### config.mk
export PLATFORM = sky130hd
export DESIGN_NAME = tds_autorange_calibrator_unit
export DESIGN_NICKNAME = d
export VERILOG_FILES = /design/src/rtl/core/tdsac_pkg.sv /design/src/rtl/core/tdsac_queue.sv /design/src/rtl/core/tdsac_front.sv /design/src/rtl/core/tdsac_back.sv /design/src/rtl/core/tds_autorange_calibrator_unit.sv
export SDC_FILE = /design/constraint.sdc
export NUM_CORES = 2
export LEC_CHECK = 0
export CAP_MARGIN = 40
export CORE_MARGIN = 2
export CORE_UTILIZATION = 45
export DETAILED_ROUTE_END_ITERATION = 12
export DONT_BUFFER_PORTS = 1
export GPL_TIMING_DRIVEN = 0
export SYNTH_ARGS = -nofsm -noshare
export SYNTH_HDL_FRONTEND = slang
export SYNTH_SLANG_ARGS = --single-unit
### constraint.sdc
create_clock -name clk -period 11.5 [get_ports clk]
set_input_delay 1.15 -clock clk [delete_from_list [all_inputs] [get_ports clk]]
set_output_delay 1.15 -clock clk [all_outputs]
set_load 0.01 [all_outputs]
### src/rtl/core/tdsac_pkg.sv
package tdsac_pkg;

  // Data path widths
  localparam int ADC_BITS         = 12;
  localparam int MAX_SAMPLES_LOG2 = 4;
  localparam int SUM_W            = ADC_BITS + MAX_SAMPLES_LOG2;
  localparam int CNT_W            = MAX_SAMPLES_LOG2 + 1;
  localparam int LG_W             = 3;
  localparam int WIN_W            = 12;
  localparam int CMP_W            = (ADC_BITS > WIN_W) ? ADC_BITS : WIN_W;
  localparam int SETTLE_W         = 16;
  localparam int TDS_W            = 15;
  localparam int RANGE_W          = 2;
  localparam int CFG_IDX_W        = 3;
  localparam int CFG_DATA_W       = 16;

  // Q16 calibration arithmetic
  localparam int Q_FRAC  = 16;
  localparam int A_W     = 11;
  localparam int B_W     = 18;
  localparam int C_W     = 26;
  localparam int VV_W    = 2 * ADC_BITS;
  localparam int BV_W    = B_W + ADC_BITS + 1;
  localparam int AVV_W   = A_W + VV_W + 1;
  localparam int CB_W    = ((BV_W > C_W) ? BV_W : C_W) + 1;
  localparam int ACC_W   = ((AVV_W > CB_W) ? AVV_W : CB_W) + 1;
  localparam int PPM_W   = ACC_W - Q_FRAC;
  localparam int TDS_MAX = 32767;

  // Register reset values
  localparam logic [SETTLE_W-1:0] SETTLE_RESET   = 16'd1000;
  localparam logic [LG_W-1:0]     LOG2_RESET     = 3'd3;
  localparam logic [WIN_W-1:0]    WIN_LOW_RESET  = 12'd100;
  localparam logic [WIN_W-1:0]    WIN_HIGH_RESET = 12'd1500;

  // Input commands
  localparam logic CMD_TICK   = 1'b0;
  localparam logic CMD_SAMPLE = 1'b1;

  // End ranges
  localparam logic [RANGE_W-1:0] RANGE_LOWEST  = 2'd0;
  localparam logic [RANGE_W-1:0] RANGE_HIGHEST = 2'd3;

  // Configuration register indexes
  localparam logic [CFG_IDX_W-1:0] CFG_PIPE_SIZE    = 3'd0;
  localparam logic [CFG_IDX_W-1:0] CFG_SETTLE_MS    = 3'd1;
  localparam logic [CFG_IDX_W-1:0] CFG_SAMPLES_LOG2 = 3'd2;
  localparam logic [CFG_IDX_W-1:0] CFG_WINDOW_LOW   = 3'd3;
  localparam logic [CFG_IDX_W-1:0] CFG_WINDOW_HIGH  = 3'd4;

  typedef enum logic [1:0] {
    ST_UPDATED,
    ST_STEP_DOWN,
    ST_STEP_UP,
    ST_END_RANGE
  } tdsac_status_t;

  typedef enum logic [1:0] {
    BS_IDLE,
    BS_MUL1,
    BS_MUL2,
    BS_FIN
  } tdsac_bstate_t;

  typedef struct packed {
    logic                pipe_size;
    logic [SETTLE_W-1:0] settle_ms;
    logic [LG_W-1:0]     samples_log2;
    logic [WIN_W-1:0]    window_low;
    logic [WIN_W-1:0]    window_high;
  } tdsac_cfg_t;

  // Back end to front end: reading taken, and whether settling restarts
  typedef struct packed {
    logic done;
    logic reload;
  } tdsac_fb_t;

  typedef struct packed {
    logic signed [A_W-1:0] a;
    logic signed [B_W-1:0] b;
    logic signed [C_W-1:0] c;
  } tdsac_coef_t;

  // Calibration curves in Q16: a*v*v + b*v + c
  function automatic tdsac_coef_t curve_coef(input logic pipe, input logic [RANGE_W-1:0] rng);
    tdsac_coef_t k;
    case ({pipe, rng})
      3'd0:    k = '{a: 11'sd518, b: 18'sd92674,  c: 26'sd23459135};
      3'd1:    k = '{a: 11'sd0,   b: 18'sd34026,  c: -26'sd1217967};
      3'd2:    k = '{a: 11'sd0,   b: 18'sd3163,   c: -26'sd84227};
      3'd3:    k = '{a: 11'sd0,   b: 18'sd358,    c: -26'sd21725};
      3'd4:    k = '{a: 11'sd398, b: -18'sd57403, c: 26'sd27533404};
      3'd5:    k = '{a: 11'sd0,   b: 18'sd19792,  c: -26'sd299565};
      3'd6:    k = '{a: 11'sd0,   b: 18'sd1766,   c: -26'sd104006};
      default: k = '{a: 11'sd0,   b: 18'sd175,    c: -26'sd63459};
    endcase
    return k;
  endfunction

endpackage

### src/rtl/core/tdsac_queue.sv
module tdsac_queue (
  input  logic                             clk,
  input  logic                             rst_n,
  input  logic                             push,
  input  logic [tdsac_pkg::ADC_BITS-1:0]   push_data,
  input  logic                             pop,
  output logic [tdsac_pkg::ADC_BITS-1:0]   pop_data,
  output logic                             empty,
  output logic                             full
);

  // Two-entry queue of averages between front and back end
  logic [tdsac_pkg::ADC_BITS-1:0] mem_r [2];
  logic       wr_ptr_r, wr_ptr_nxt;
  logic       rd_ptr_r, rd_ptr_nxt;
  logic [1:0] count_r, count_nxt;
  logic       do_push, do_pop;

  assign empty    = (count_r == 2'd0);
  assign full     = (count_r == 2'd2);
  assign do_push  = push && !full;
  assign do_pop   = pop && !empty;
  assign pop_data = mem_r[rd_ptr_r];

  always_comb begin
    wr_ptr_nxt = do_push ? !wr_ptr_r : wr_ptr_r;
    rd_ptr_nxt = do_pop ? !rd_ptr_r : rd_ptr_r;
    count_nxt  = count_r + 2'(do_push) - 2'(do_pop);
  end

  always_ff @(posedge clk) begin
    if (do_push) begin
      mem_r[wr_ptr_r] <= push_data;
    end
  end

  always_ff @(posedge clk) begin
    if (!rst_n) begin
      wr_ptr_r <= 1'b0;
      rd_ptr_r <= 1'b0;
      count_r  <= 2'd0;
    end else begin
      wr_ptr_r <= wr_ptr_nxt;
      rd_ptr_r <= rd_ptr_nxt;
      count_r  <= count_nxt;
    end
  end

endmodule

### src/rtl/core/tdsac_front.sv
module tdsac_front (
  input  logic                             clk,
  input  logic                             rst_n,
  input  logic                             in_valid,
  output logic                             in_ready,
  input  logic                             in_command,
  input  logic [tdsac_pkg::ADC_BITS-1:0]   in_sample_value,
  input  tdsac_pkg::tdsac_cfg_t            cfg,
  input  logic                             clr_acc,
  input  tdsac_pkg::tdsac_fb_t             fb,
  input  logic                             q_full,
  output logic                             q_push,
  output logic [tdsac_pkg::ADC_BITS-1:0]   q_data
);

  logic [tdsac_pkg::SETTLE_W-1:0] settle_left_r, settle_left_nxt;
  logic [tdsac_pkg::SUM_W-1:0]    sum_r, sum_nxt, sum_add;
  logic [tdsac_pkg::CNT_W-1:0]    taken_r, taken_nxt, taken_add, target;
  logic                           pending_r, pending_nxt;
  logic [tdsac_pkg::LG_W-1:0]     eff_log2;
  logic                           accept;

  // Input is held off while a finished reading waits for its range decision or the queue is full
  assign in_ready = !pending_r && !q_full;
  assign accept   = in_valid && in_ready;

  // Effective averaging depth
  always_comb begin
    if (cfg.samples_log2 > tdsac_pkg::LG_W'(tdsac_pkg::MAX_SAMPLES_LOG2)) begin
      eff_log2 = tdsac_pkg::LG_W'(tdsac_pkg::MAX_SAMPLES_LOG2);
    end else begin
      eff_log2 = cfg.samples_log2;
    end
    target    = tdsac_pkg::CNT_W'(1) << eff_log2;
    sum_add   = sum_r + tdsac_pkg::SUM_W'(in_sample_value);
    taken_add = taken_r + tdsac_pkg::CNT_W'(1);
  end

  // Settle count, accumulation and reading hand-off
  always_comb begin
    settle_left_nxt = settle_left_r;
    sum_nxt         = sum_r;
    taken_nxt       = taken_r;
    pending_nxt     = pending_r;
    q_push          = 1'b0;
    q_data          = tdsac_pkg::ADC_BITS'(sum_add >> eff_log2);
    if (accept) begin
      if (in_command == tdsac_pkg::CMD_TICK) begin
        if (settle_left_r != '0) begin
          settle_left_nxt = settle_left_r - tdsac_pkg::SETTLE_W'(1);
        end
      end else if (settle_left_r == '0) begin
        if (taken_add == target) begin
          q_push      = 1'b1;
          sum_nxt     = '0;
          taken_nxt   = '0;
          pending_nxt = 1'b1;
        end else begin
          sum_nxt   = sum_add;
          taken_nxt = taken_add;
        end
      end
    end
    if (clr_acc) begin
      sum_nxt   = '0;
      taken_nxt = '0;
    end
    if (fb.done) begin
      pending_nxt = 1'b0;
      if (fb.reload) begin
        settle_left_nxt = cfg.settle_ms;
      end
    end
  end

  always_ff @(posedge clk) begin
    if (!rst_n) begin
      settle_left_r <= tdsac_pkg::SETTLE_RESET;
      sum_r         <= '0;
      taken_r       <= '0;
      pending_r     <= 1'b0;
    end else begin
      settle_left_r <= settle_left_nxt;
      sum_r         <= sum_nxt;
      taken_r       <= taken_nxt;
      pending_r     <= pending_nxt;
    end
  end

  // A reading is only produced once settled
  a_push_settled: assert property (@(posedge clk) disable iff (!rst_n)
    q_push |-> (settle_left_r == '0))
    else $error("reading produced while settling");

  // A range switch always answers a reading that is pending
  a_reload_pending: assert property (@(posedge clk) disable iff (!rst_n)
    fb.reload |-> (pending_r && fb.done))
    else $error("settle reload without a pending reading");

endmodule

### src/rtl/core/tdsac_back.sv
module tdsac_back (
  input  logic                             clk,
  input  logic                             rst_n,
  input  tdsac_pkg::tdsac_cfg_t            cfg,
  input  logic                             q_empty,
  input  logic [tdsac_pkg::ADC_BITS-1:0]   q_data,
  output logic                             q_pop,
  output tdsac_pkg::tdsac_fb_t             fb,
  output logic                             out_valid,
  input  logic                             out_ready,
  output logic [tdsac_pkg::TDS_W-1:0]      out_tds_ppm,
  output logic [tdsac_pkg::RANGE_W-1:0]    out_range_select,
  output logic [1:0]                       out_status
);

  tdsac_pkg::tdsac_bstate_t state_r, state_nxt;

  logic [tdsac_pkg::RANGE_W-1:0]      range_r, range_nxt;
  logic [tdsac_pkg::TDS_W-1:0]        last_tds_r;
  tdsac_pkg::tdsac_status_t           st_dec, status_r;
  logic [tdsac_pkg::ADC_BITS-1:0]     v_r;
  tdsac_pkg::tdsac_coef_t             coef_r;
  logic [tdsac_pkg::VV_W-1:0]         vv_r;
  logic signed [tdsac_pkg::BV_W-1:0]  bv_r;
  logic signed [tdsac_pkg::AVV_W-1:0] avv_r;
  logic signed [tdsac_pkg::CB_W-1:0]  cb_r;
  logic signed [tdsac_pkg::ACC_W-1:0] acc;
  logic [tdsac_pkg::PPM_W-1:0]        ppm_raw;
  logic [tdsac_pkg::TDS_W-1:0]        ppm;
  logic [tdsac_pkg::CMP_W-1:0]        avg_c, lo_c, hi_c;
  logic                               load;
  logic                               out_valid_r;
  logic [tdsac_pkg::TDS_W-1:0]        out_tds_r;
  logic [tdsac_pkg::RANGE_W-1:0]      out_range_r;
  tdsac_pkg::tdsac_status_t           out_status_r;

  // Window test and range decision on the queue head
  always_comb begin
    avg_c     = tdsac_pkg::CMP_W'(q_data);
    lo_c      = tdsac_pkg::CMP_W'(cfg.window_low);
    hi_c      = tdsac_pkg::CMP_W'(cfg.window_high);
    range_nxt = range_r;
    if (avg_c >= lo_c && avg_c <= hi_c) begin
      st_dec = tdsac_pkg::ST_UPDATED;
    end else if (avg_c > hi_c && range_r != tdsac_pkg::RANGE_LOWEST) begin
      st_dec    = tdsac_pkg::ST_STEP_DOWN;
      range_nxt = range_r - tdsac_pkg::RANGE_W'(1);
    end else if (avg_c < lo_c && range_r != tdsac_pkg::RANGE_HIGHEST) begin
      st_dec    = tdsac_pkg::ST_STEP_UP;
      range_nxt = range_r + tdsac_pkg::RANGE_W'(1);
    end else begin
      st_dec = tdsac_pkg::ST_END_RANGE;
    end
  end

  // Sequencer next state
  always_comb begin
    state_nxt = state_r;
    case (state_r)
      tdsac_pkg::BS_IDLE: begin
        if (!q_empty) begin
          state_nxt = tdsac_pkg::BS_MUL1;
        end
      end
      tdsac_pkg::BS_MUL1: state_nxt = tdsac_pkg::BS_MUL2;
      tdsac_pkg::BS_MUL2: state_nxt = tdsac_pkg::BS_FIN;
      tdsac_pkg::BS_FIN: begin
        if (!out_valid_r || out_ready) begin
          state_nxt = tdsac_pkg::BS_IDLE;
        end
      end
      default: state_nxt = tdsac_pkg::BS_IDLE;
    endcase
  end

  // Sequencer outputs
  always_comb begin
    q_pop     = (state_r == tdsac_pkg::BS_IDLE) && !q_empty;
    load      = (state_r == tdsac_pkg::BS_FIN) && (!out_valid_r || out_ready);
    fb.done   = q_pop;
    fb.reload = q_pop && (st_dec == tdsac_pkg::ST_STEP_DOWN ||
                          st_dec == tdsac_pkg::ST_STEP_UP);
  end

  // Final sum, truncation and saturation
  always_comb begin
    acc     = tdsac_pkg::ACC_W'(avv_r) + tdsac_pkg::ACC_W'(cb_r);
    ppm_raw = acc[tdsac_pkg::ACC_W-1:tdsac_pkg::Q_FRAC];
    if (acc <= 0) begin
      ppm = '0;
    end else if (ppm_raw > tdsac_pkg::PPM_W'(tdsac_pkg::TDS_MAX)) begin
      ppm = tdsac_pkg::TDS_W'(tdsac_pkg::TDS_MAX);
    end else begin
      ppm = ppm_raw[tdsac_pkg::TDS_W-1:0];
    end
  end

  // Conversion data path: capture on pop, square and linear term, then quadratic term and constant, then output load
  always_ff @(posedge clk) begin
    if (q_pop) begin
      v_r      <= q_data;
      coef_r   <= tdsac_pkg::curve_coef(cfg.pipe_size, range_r);
      status_r <= st_dec;
    end
    if (state_r == tdsac_pkg::BS_MUL1) begin
      vv_r <= v_r * v_r;
      bv_r <= $signed(coef_r.b) * $signed({1'b0, v_r});
    end
    if (state_r == tdsac_pkg::BS_MUL2) begin
      avv_r <= $signed(coef_r.a) * $signed({1'b0, vv_r});
      cb_r  <= tdsac_pkg::CB_W'(bv_r) + tdsac_pkg::CB_W'($signed(coef_r.c));
    end
    if (load) begin
      out_tds_r    <= (status_r == tdsac_pkg::ST_UPDATED) ? ppm : last_tds_r;
      out_range_r  <= range_r;
      out_status_r <= status_r;
    end
  end

  // Control and meter state
  always_ff @(posedge clk) begin
    if (!rst_n) begin
      state_r     <= tdsac_pkg::BS_IDLE;
      range_r     <= tdsac_pkg::RANGE_HIGHEST;
      last_tds_r  <= '0;
      out_valid_r <= 1'b0;
    end else begin
      state_r <= state_nxt;
      if (q_pop) begin
        range_r <= range_nxt;
      end
      if (load && status_r == tdsac_pkg::ST_UPDATED) begin
        last_tds_r <= ppm;
      end
      if (load) begin
        out_valid_r <= 1'b1;
      end else if (out_ready) begin
        out_valid_r <= 1'b0;
      end
    end
  end

  assign out_valid        = out_valid_r;
  assign out_tds_ppm      = out_tds_r;
  assign out_range_select = out_range_r;
  assign out_status       = out_status_r;

  // Range moves only when a reading is taken from the queue
  a_range_hold: assert property (@(posedge clk) disable iff (!rst_n)
    !q_pop |=> $stable(range_r))
    else $error("range changed without a reading");

  // A step down lowers the range by exactly one
  a_step_down: assert property (@(posedge clk) disable iff (!rst_n)
    (q_pop && st_dec == tdsac_pkg::ST_STEP_DOWN) |=>
      (range_r == tdsac_pkg::RANGE_W'($past(range_r) - tdsac_pkg::RANGE_W'(1))))
    else $error("step down did not lower the range by one");

  // The shown value always matches the latest value from an in-window reading
  a_tds_tracks: assert property (@(posedge clk) disable iff (!rst_n)
    out_valid_r |-> (out_tds_r == last_tds_r))
    else $error("output ppm differs from latest value");

endmodule

### src/rtl/core/tds_autorange_calibrator_unit.sv
// Auto-ranging TDS meter with calibration.
// Input channel (in_valid/in_ready): in_command 0 is a one millisecond tick,
// 1 carries an ADC sample in in_sample_value. Ticks count down the settle
// time; samples taken while settling are dropped. After settling, groups of
// 2^samples_log2 samples (samples_log2 capped at 4) are averaged into one reading.
// Result channel (out_valid/out_ready): one transaction per reading with the
// ppm value, the range now selected and a status code.
// Configuration: cfg_we writes cfg_data to register cfg_index;
// index 0 pipe size, 1 settle ms, 2 samples log2, 3 window low, 4 window high.
// Timing: ticks and samples that do not finish a reading are taken one per
// cycle while in_ready is high. A reading passes through the queue, the pop
// with its range decision, two multiply stages, sum and saturate and the
// output register; the back end takes one reading at a time. in_ready drops
// after each reading until the back end pops it and makes its range decision.
// Reset: range 3, settle count 1000 ticks, accumulator and last ppm cleared.
// A stalled receiver holds the result in the output register; one further
// reading can wait in the queue, after which in_ready stays low.
module tds_autorange_calibrator_unit (
  input  logic                               clk,
  input  logic                               rst_n,
  input  logic                               in_valid,
  output logic                               in_ready,
  input  logic                               in_command,
  input  logic [tdsac_pkg::ADC_BITS-1:0]     in_sample_value,
  output logic                               out_valid,
  input  logic                               out_ready,
  output logic [tdsac_pkg::TDS_W-1:0]        out_tds_ppm,
  output logic [tdsac_pkg::RANGE_W-1:0]      out_range_select,
  output logic [1:0]                         out_status,
  input  logic                               cfg_we,
  input  logic [tdsac_pkg::CFG_IDX_W-1:0]    cfg_index,
  input  logic [tdsac_pkg::CFG_DATA_W-1:0]   cfg_data
);

  tdsac_pkg::tdsac_cfg_t cfg_r, cfg_nxt;
  tdsac_pkg::tdsac_fb_t  fb;
  logic                  clr_acc;
  logic                  q_push, q_pop, q_empty, q_full;
  logic [tdsac_pkg::ADC_BITS-1:0] q_wdata, q_rdata;

  // Configuration register decode
  always_comb begin
    cfg_nxt = cfg_r;
    clr_acc = 1'b0;
    if (cfg_we) begin
      case (cfg_index)
        tdsac_pkg::CFG_PIPE_SIZE:    cfg_nxt.pipe_size = cfg_data[0];
        tdsac_pkg::CFG_SETTLE_MS:    cfg_nxt.settle_ms = cfg_data[tdsac_pkg::SETTLE_W-1:0];
        tdsac_pkg::CFG_SAMPLES_LOG2: begin
          cfg_nxt.samples_log2 = cfg_data[tdsac_pkg::LG_W-1:0];
          clr_acc              = 1'b1;
        end
        tdsac_pkg::CFG_WINDOW_LOW:   cfg_nxt.window_low  = cfg_data[tdsac_pkg::WIN_W-1:0];
        tdsac_pkg::CFG_WINDOW_HIGH:  cfg_nxt.window_high = cfg_data[tdsac_pkg::WIN_W-1:0];
        default: ;
      endcase
    end
  end

  always_ff @(posedge clk) begin
    if (!rst_n) begin
      cfg_r.pipe_size    <= 1'b0;
      cfg_r.settle_ms    <= tdsac_pkg::SETTLE_RESET;
      cfg_r.samples_log2 <= tdsac_pkg::LOG2_RESET;
      cfg_r.window_low   <= tdsac_pkg::WIN_LOW_RESET;
      cfg_r.window_high  <= tdsac_pkg::WIN_HIGH_RESET;
    end else begin
      cfg_r <= cfg_nxt;
    end
  end

  tdsac_front u_front (
    .clk             (clk),
    .rst_n           (rst_n),
    .in_valid        (in_valid),
    .in_ready        (in_ready),
    .in_command      (in_command),
    .in_sample_value (in_sample_value),
    .cfg             (cfg_r),
    .clr_acc         (clr_acc),
    .fb              (fb),
    .q_full          (q_full),
    .q_push          (q_push),
    .q_data          (q_wdata)
  );

  tdsac_queue u_queue (
    .clk       (clk),
    .rst_n     (rst_n),
    .push      (q_push),
    .push_data (q_wdata),
    .pop       (q_pop),
    .pop_data  (q_rdata),
    .empty     (q_empty),
    .full      (q_full)
  );

  tdsac_back u_back (
    .clk              (clk),
    .rst_n            (rst_n),
    .cfg              (cfg_r),
    .q_empty          (q_empty),
    .q_data           (q_rdata),
    .q_pop            (q_pop),
    .fb               (fb),
    .out_valid        (out_valid),
    .out_ready        (out_ready),
    .out_tds_ppm      (out_tds_ppm),
    .out_range_select (out_range_select),
    .out_status       (out_status)
  );

endmodule
==> out/metrics.cfg <==
[clocking]
clkLatencyLatePin_ns = 0.57
clockBufferDepth = 3
clock-sinks = 319
clk_pin_slew_worst_paths_ns = 0.06
cts_htree_levels = 2
hold_buffers = 0
cts_resized = 0
cts_setup_buffers = 0
cts_buffers = 38
cts_tree = built
root_buffer = clkbuf_16

[timing]
skew_ns = 0.0302
final-setup-viol-count = 0
timing.final.crit_period_ns = 7.35
worst_pin_slew_ns = 0.923
slew_viol_final = 0
min_period_over_period_pct = 63.9
tns_ns = 0
hold_violations = 0
slew_headroom_pct = 38.5
rsz0062_at_grt = no
setup_ws_ns = 4.15
clock.fmax_mhz = 136

[finish]
drive_above_1_share_pct = 3.81
fill_cells = 6704
multiInputGateArea_mm2 = 0.0211
seqCellArea_mm2 = 0.00851
finalNonFillerCells = 4363
final_util_pct = 48.9
syn2layout_area_growth_pct = 8.02
diodes = 0
layout_commonest_cell = inv_1
final_cell_mix = inv_1, nand2_1, fa_1
nNetsFinal = 4139

[pwr]
peakVddDrop_uv = 345
finalPower_mw = 10.8
power.leakage_nw = 15.8
power_density_mw_per_mm2 = 309

[synth]
synth-seq-area-share_pct = 26.4
synth_top_area_share_pct = 22.6
synth_area_leaders = fa_1, edfxtp_1, ha_1, dfxtp_1, inv_1
ys_types = 82
async_flop_share_pct = 0
synth_seq_cells = 319
yosysWarnings = 0
synth-edff-count = 212
avgSynthCellArea_um2 = 9.64
netlist_area_mm2 = 0.0322
synth.largest_area_cell = fa_1
synthCells = 3337
synth_top_flop_cell = edfxtp_1
synth_nets = 4093

[placed_design]
gp_congestion = 0.903
dpl.cell_count = 4293
dp_slack_ns = 4.26
dp.final_hpwl_um = 63800
io_buffers = 0

[global_route]
globalRouteTotalUtil_pct = 21.4
grt_max_degree = 39
grt_pass1_vias = 22600
grt-ovfl-total = 0
grt_first_pass_wirelength_um = 124000
antenna_found_initial = 1

[critical_path]
cp-end-kind = flop
worst-setup-path-type = flop to flop
worst-endpoint-required_ns = 11.80
cp_max_fo = 10
cp-start-kind = flop
arrival_ns = 7.65
cpMaxStageDelayCell = clkbuf_1
max_stage_delay_ns = 0.66
ff2ff_setup_slack_ns = 4.15
crit_chain = clkbuf_1, clkbuf_1, nand2_1, fa_1, fa_1, inv_1, fa_1, fa_1, inv_1, fa_1, inv_1, ha_1, a21o_1, a21o_1, a21o_1, a21o_1, a21o_1, a2111o_1, a311o_1, a21oi_1, xnor2_1
crit_buf_inv = 5
critPathTopFamily = adder cells

[run]
drv_cap = 0

[route]
dr.pass1.iters = 8
drt_iter0_markers = 1297
via_per_inst = 5.14
route.detailed.drc = 0
wl_per_cell_um = 17.7
dr_total_vias = 22400
drtAntennaViolNets = 0
wl_um = 77400

[floorplanning]
die_h_um = 271
placementRows = 98
ioPinCount = 58
dieArea_mm2 = 0.0736
core_area_mm2 = 0.0711
start_util_pct = 45.2
die_w_um = 271

[status]
status = completed

[worst_hold_path]
min_path_type = flop to flop

==> kinds of logic (layout without fill, tap and decap cells) <==
kind of cell | count (synthesis) | after routing | share of synthesized area [%]
AO/OA/AOI/OAI | 477 | 477 | 9.31
AND/OR/NAND/NOR | 955 | 955 | 14.4
multiplexers | 38 | 38 | 1.26
adder cells (fa/ha/maj) | 719 | 719 | 36.4
XOR/XNOR | 156 | 156 | 4.25
buffers and inverters | 673 | 749 | 7.88
flip-flops | 319 | 319 | 26.4
==> per-layer routing <==
metal	wire (um)	share of wire [%]	global-route usage [%]
met4	2300	3.0	6.35
met5	13	0.017	0
met1	35500	46	29.6
met3	3900	5.0	3.38
met2	35600	46	34.8
==> Yosys cell counts (all sizes together), types with 10 or more instances <==
| master | number |
|---|---|
| nand4 | 10 |
| inv | 563 |
| or3 | 13 |
| nor2b | 30 |
| or2 | 15 |
| clkbuf | 97 |
| and3 | 22 |
| nor2 | 140 |
| xnor2 | 121 |
| nand3 | 55 |
| a21o | 47 |
| and2 | 206 |
| buf | 12 |
| nand2 | 377 |
| nand2b | 15 |
| fa | 363 |
| o211ai | 22 |
| dfxtp | 107 |
| xor2 | 35 |
| o21ai | 106 |
| o21bai | 12 |
| edfxtp | 212 |
| nor3 | 52 |
| a22oi | 13 |
| ha | 356 |
| mux2i | 21 |
| o21a | 18 |
| a211oi | 27 |
| mux2 | 17 |
| a31oi | 18 |
| a21oi | 161 |
==> worst paths after layout <==
| check | start | to | cells after the start |
|---|---|---|---|
| worst max-delay path | u_back.v_r[4] | u_back.bv_r[29] | 21 |
| worst min-delay path | u_back.last_tds_r[8] | u_back.last_tds_r[8] | 2 |
| worst max register to register | u_back.v_r[4] | u_back.bv_r[29] | 21 |
| worst min register to register | u_back.last_tds_r[8] | u_back.last_tds_r[8] | 2 |
==> where the power goes <==
part           internal (mW)  switching, mW
combinational           3.38           4.41
sequential              1.74         0.0386
clock                  0.677          0.507
total                   5.80           4.96
==> area by class of cell <==
cell class / count / share of cell area (%)
Buffer: 109 / 1.21
Clock buffer: 49 / 3.00
Clock inverter: 21 / 0.572
Inverter: 564 / 6.09
Multi-Input combinational cell: 2345 / 60.9
Sequential cell: 319 / 24.5
Tap cell: 950 / 3.42
Timing Repair Buffer: 6 / 0.374
==> through the flow <==
step	hold WS (ns)	cell area, um2
6_report	0.449	34800
3_3_place_gp	0.437	33400
5_1_grt	0.471	34800
3_5_place_dp	0.442	33500
4_1_cts	0.450	34800
2_1_floorplan	0.430	32200
==> flip-flops by register name (all words and copies together), names as in the netlist, 2 cells and up, named ones only <==
| name | count |
|---|---|
| u_queue.count_r | 2 |
| u_back.bv_r | 31 |
| u_back.avv_r | 32 |
| u_back.cb_r | 31 |
| u_back.state_r | 2 |
| u_front.settle_left_r | 16 |
| cfg_r | 44 |
| u_back.range_r | 2 |
| u_back.coef_r | 38 |
| u_back.last_tds_r | 15 |
| u_front.sum_r | 16 |
| u_queue.mem_r | 24 |
| u_back.out_tds_ppm | 15 |
| u_back.v_r | 12 |
| u_front.taken_r | 5 |
| u_back.out_status | 2 |
| u_back.out_range_select | 2 |
| u_back.status_r | 2 |
| u_back.vv_r | 23 |
==> worst reg2reg max path: cells and delay by family, from the launching register on <==
kind                     cells  cell delay [ns]
AO/OA/AOI/OAI                8             1.96
XOR/XNOR                     1             0.08
adder cells (fa/ha/maj)      6             3.03
buffers and inverters        5             1.35
flip-flops                   1             0.32
AND/OR/NAND/NOR              1             0.37
Power figures use the tool's default switching activity.
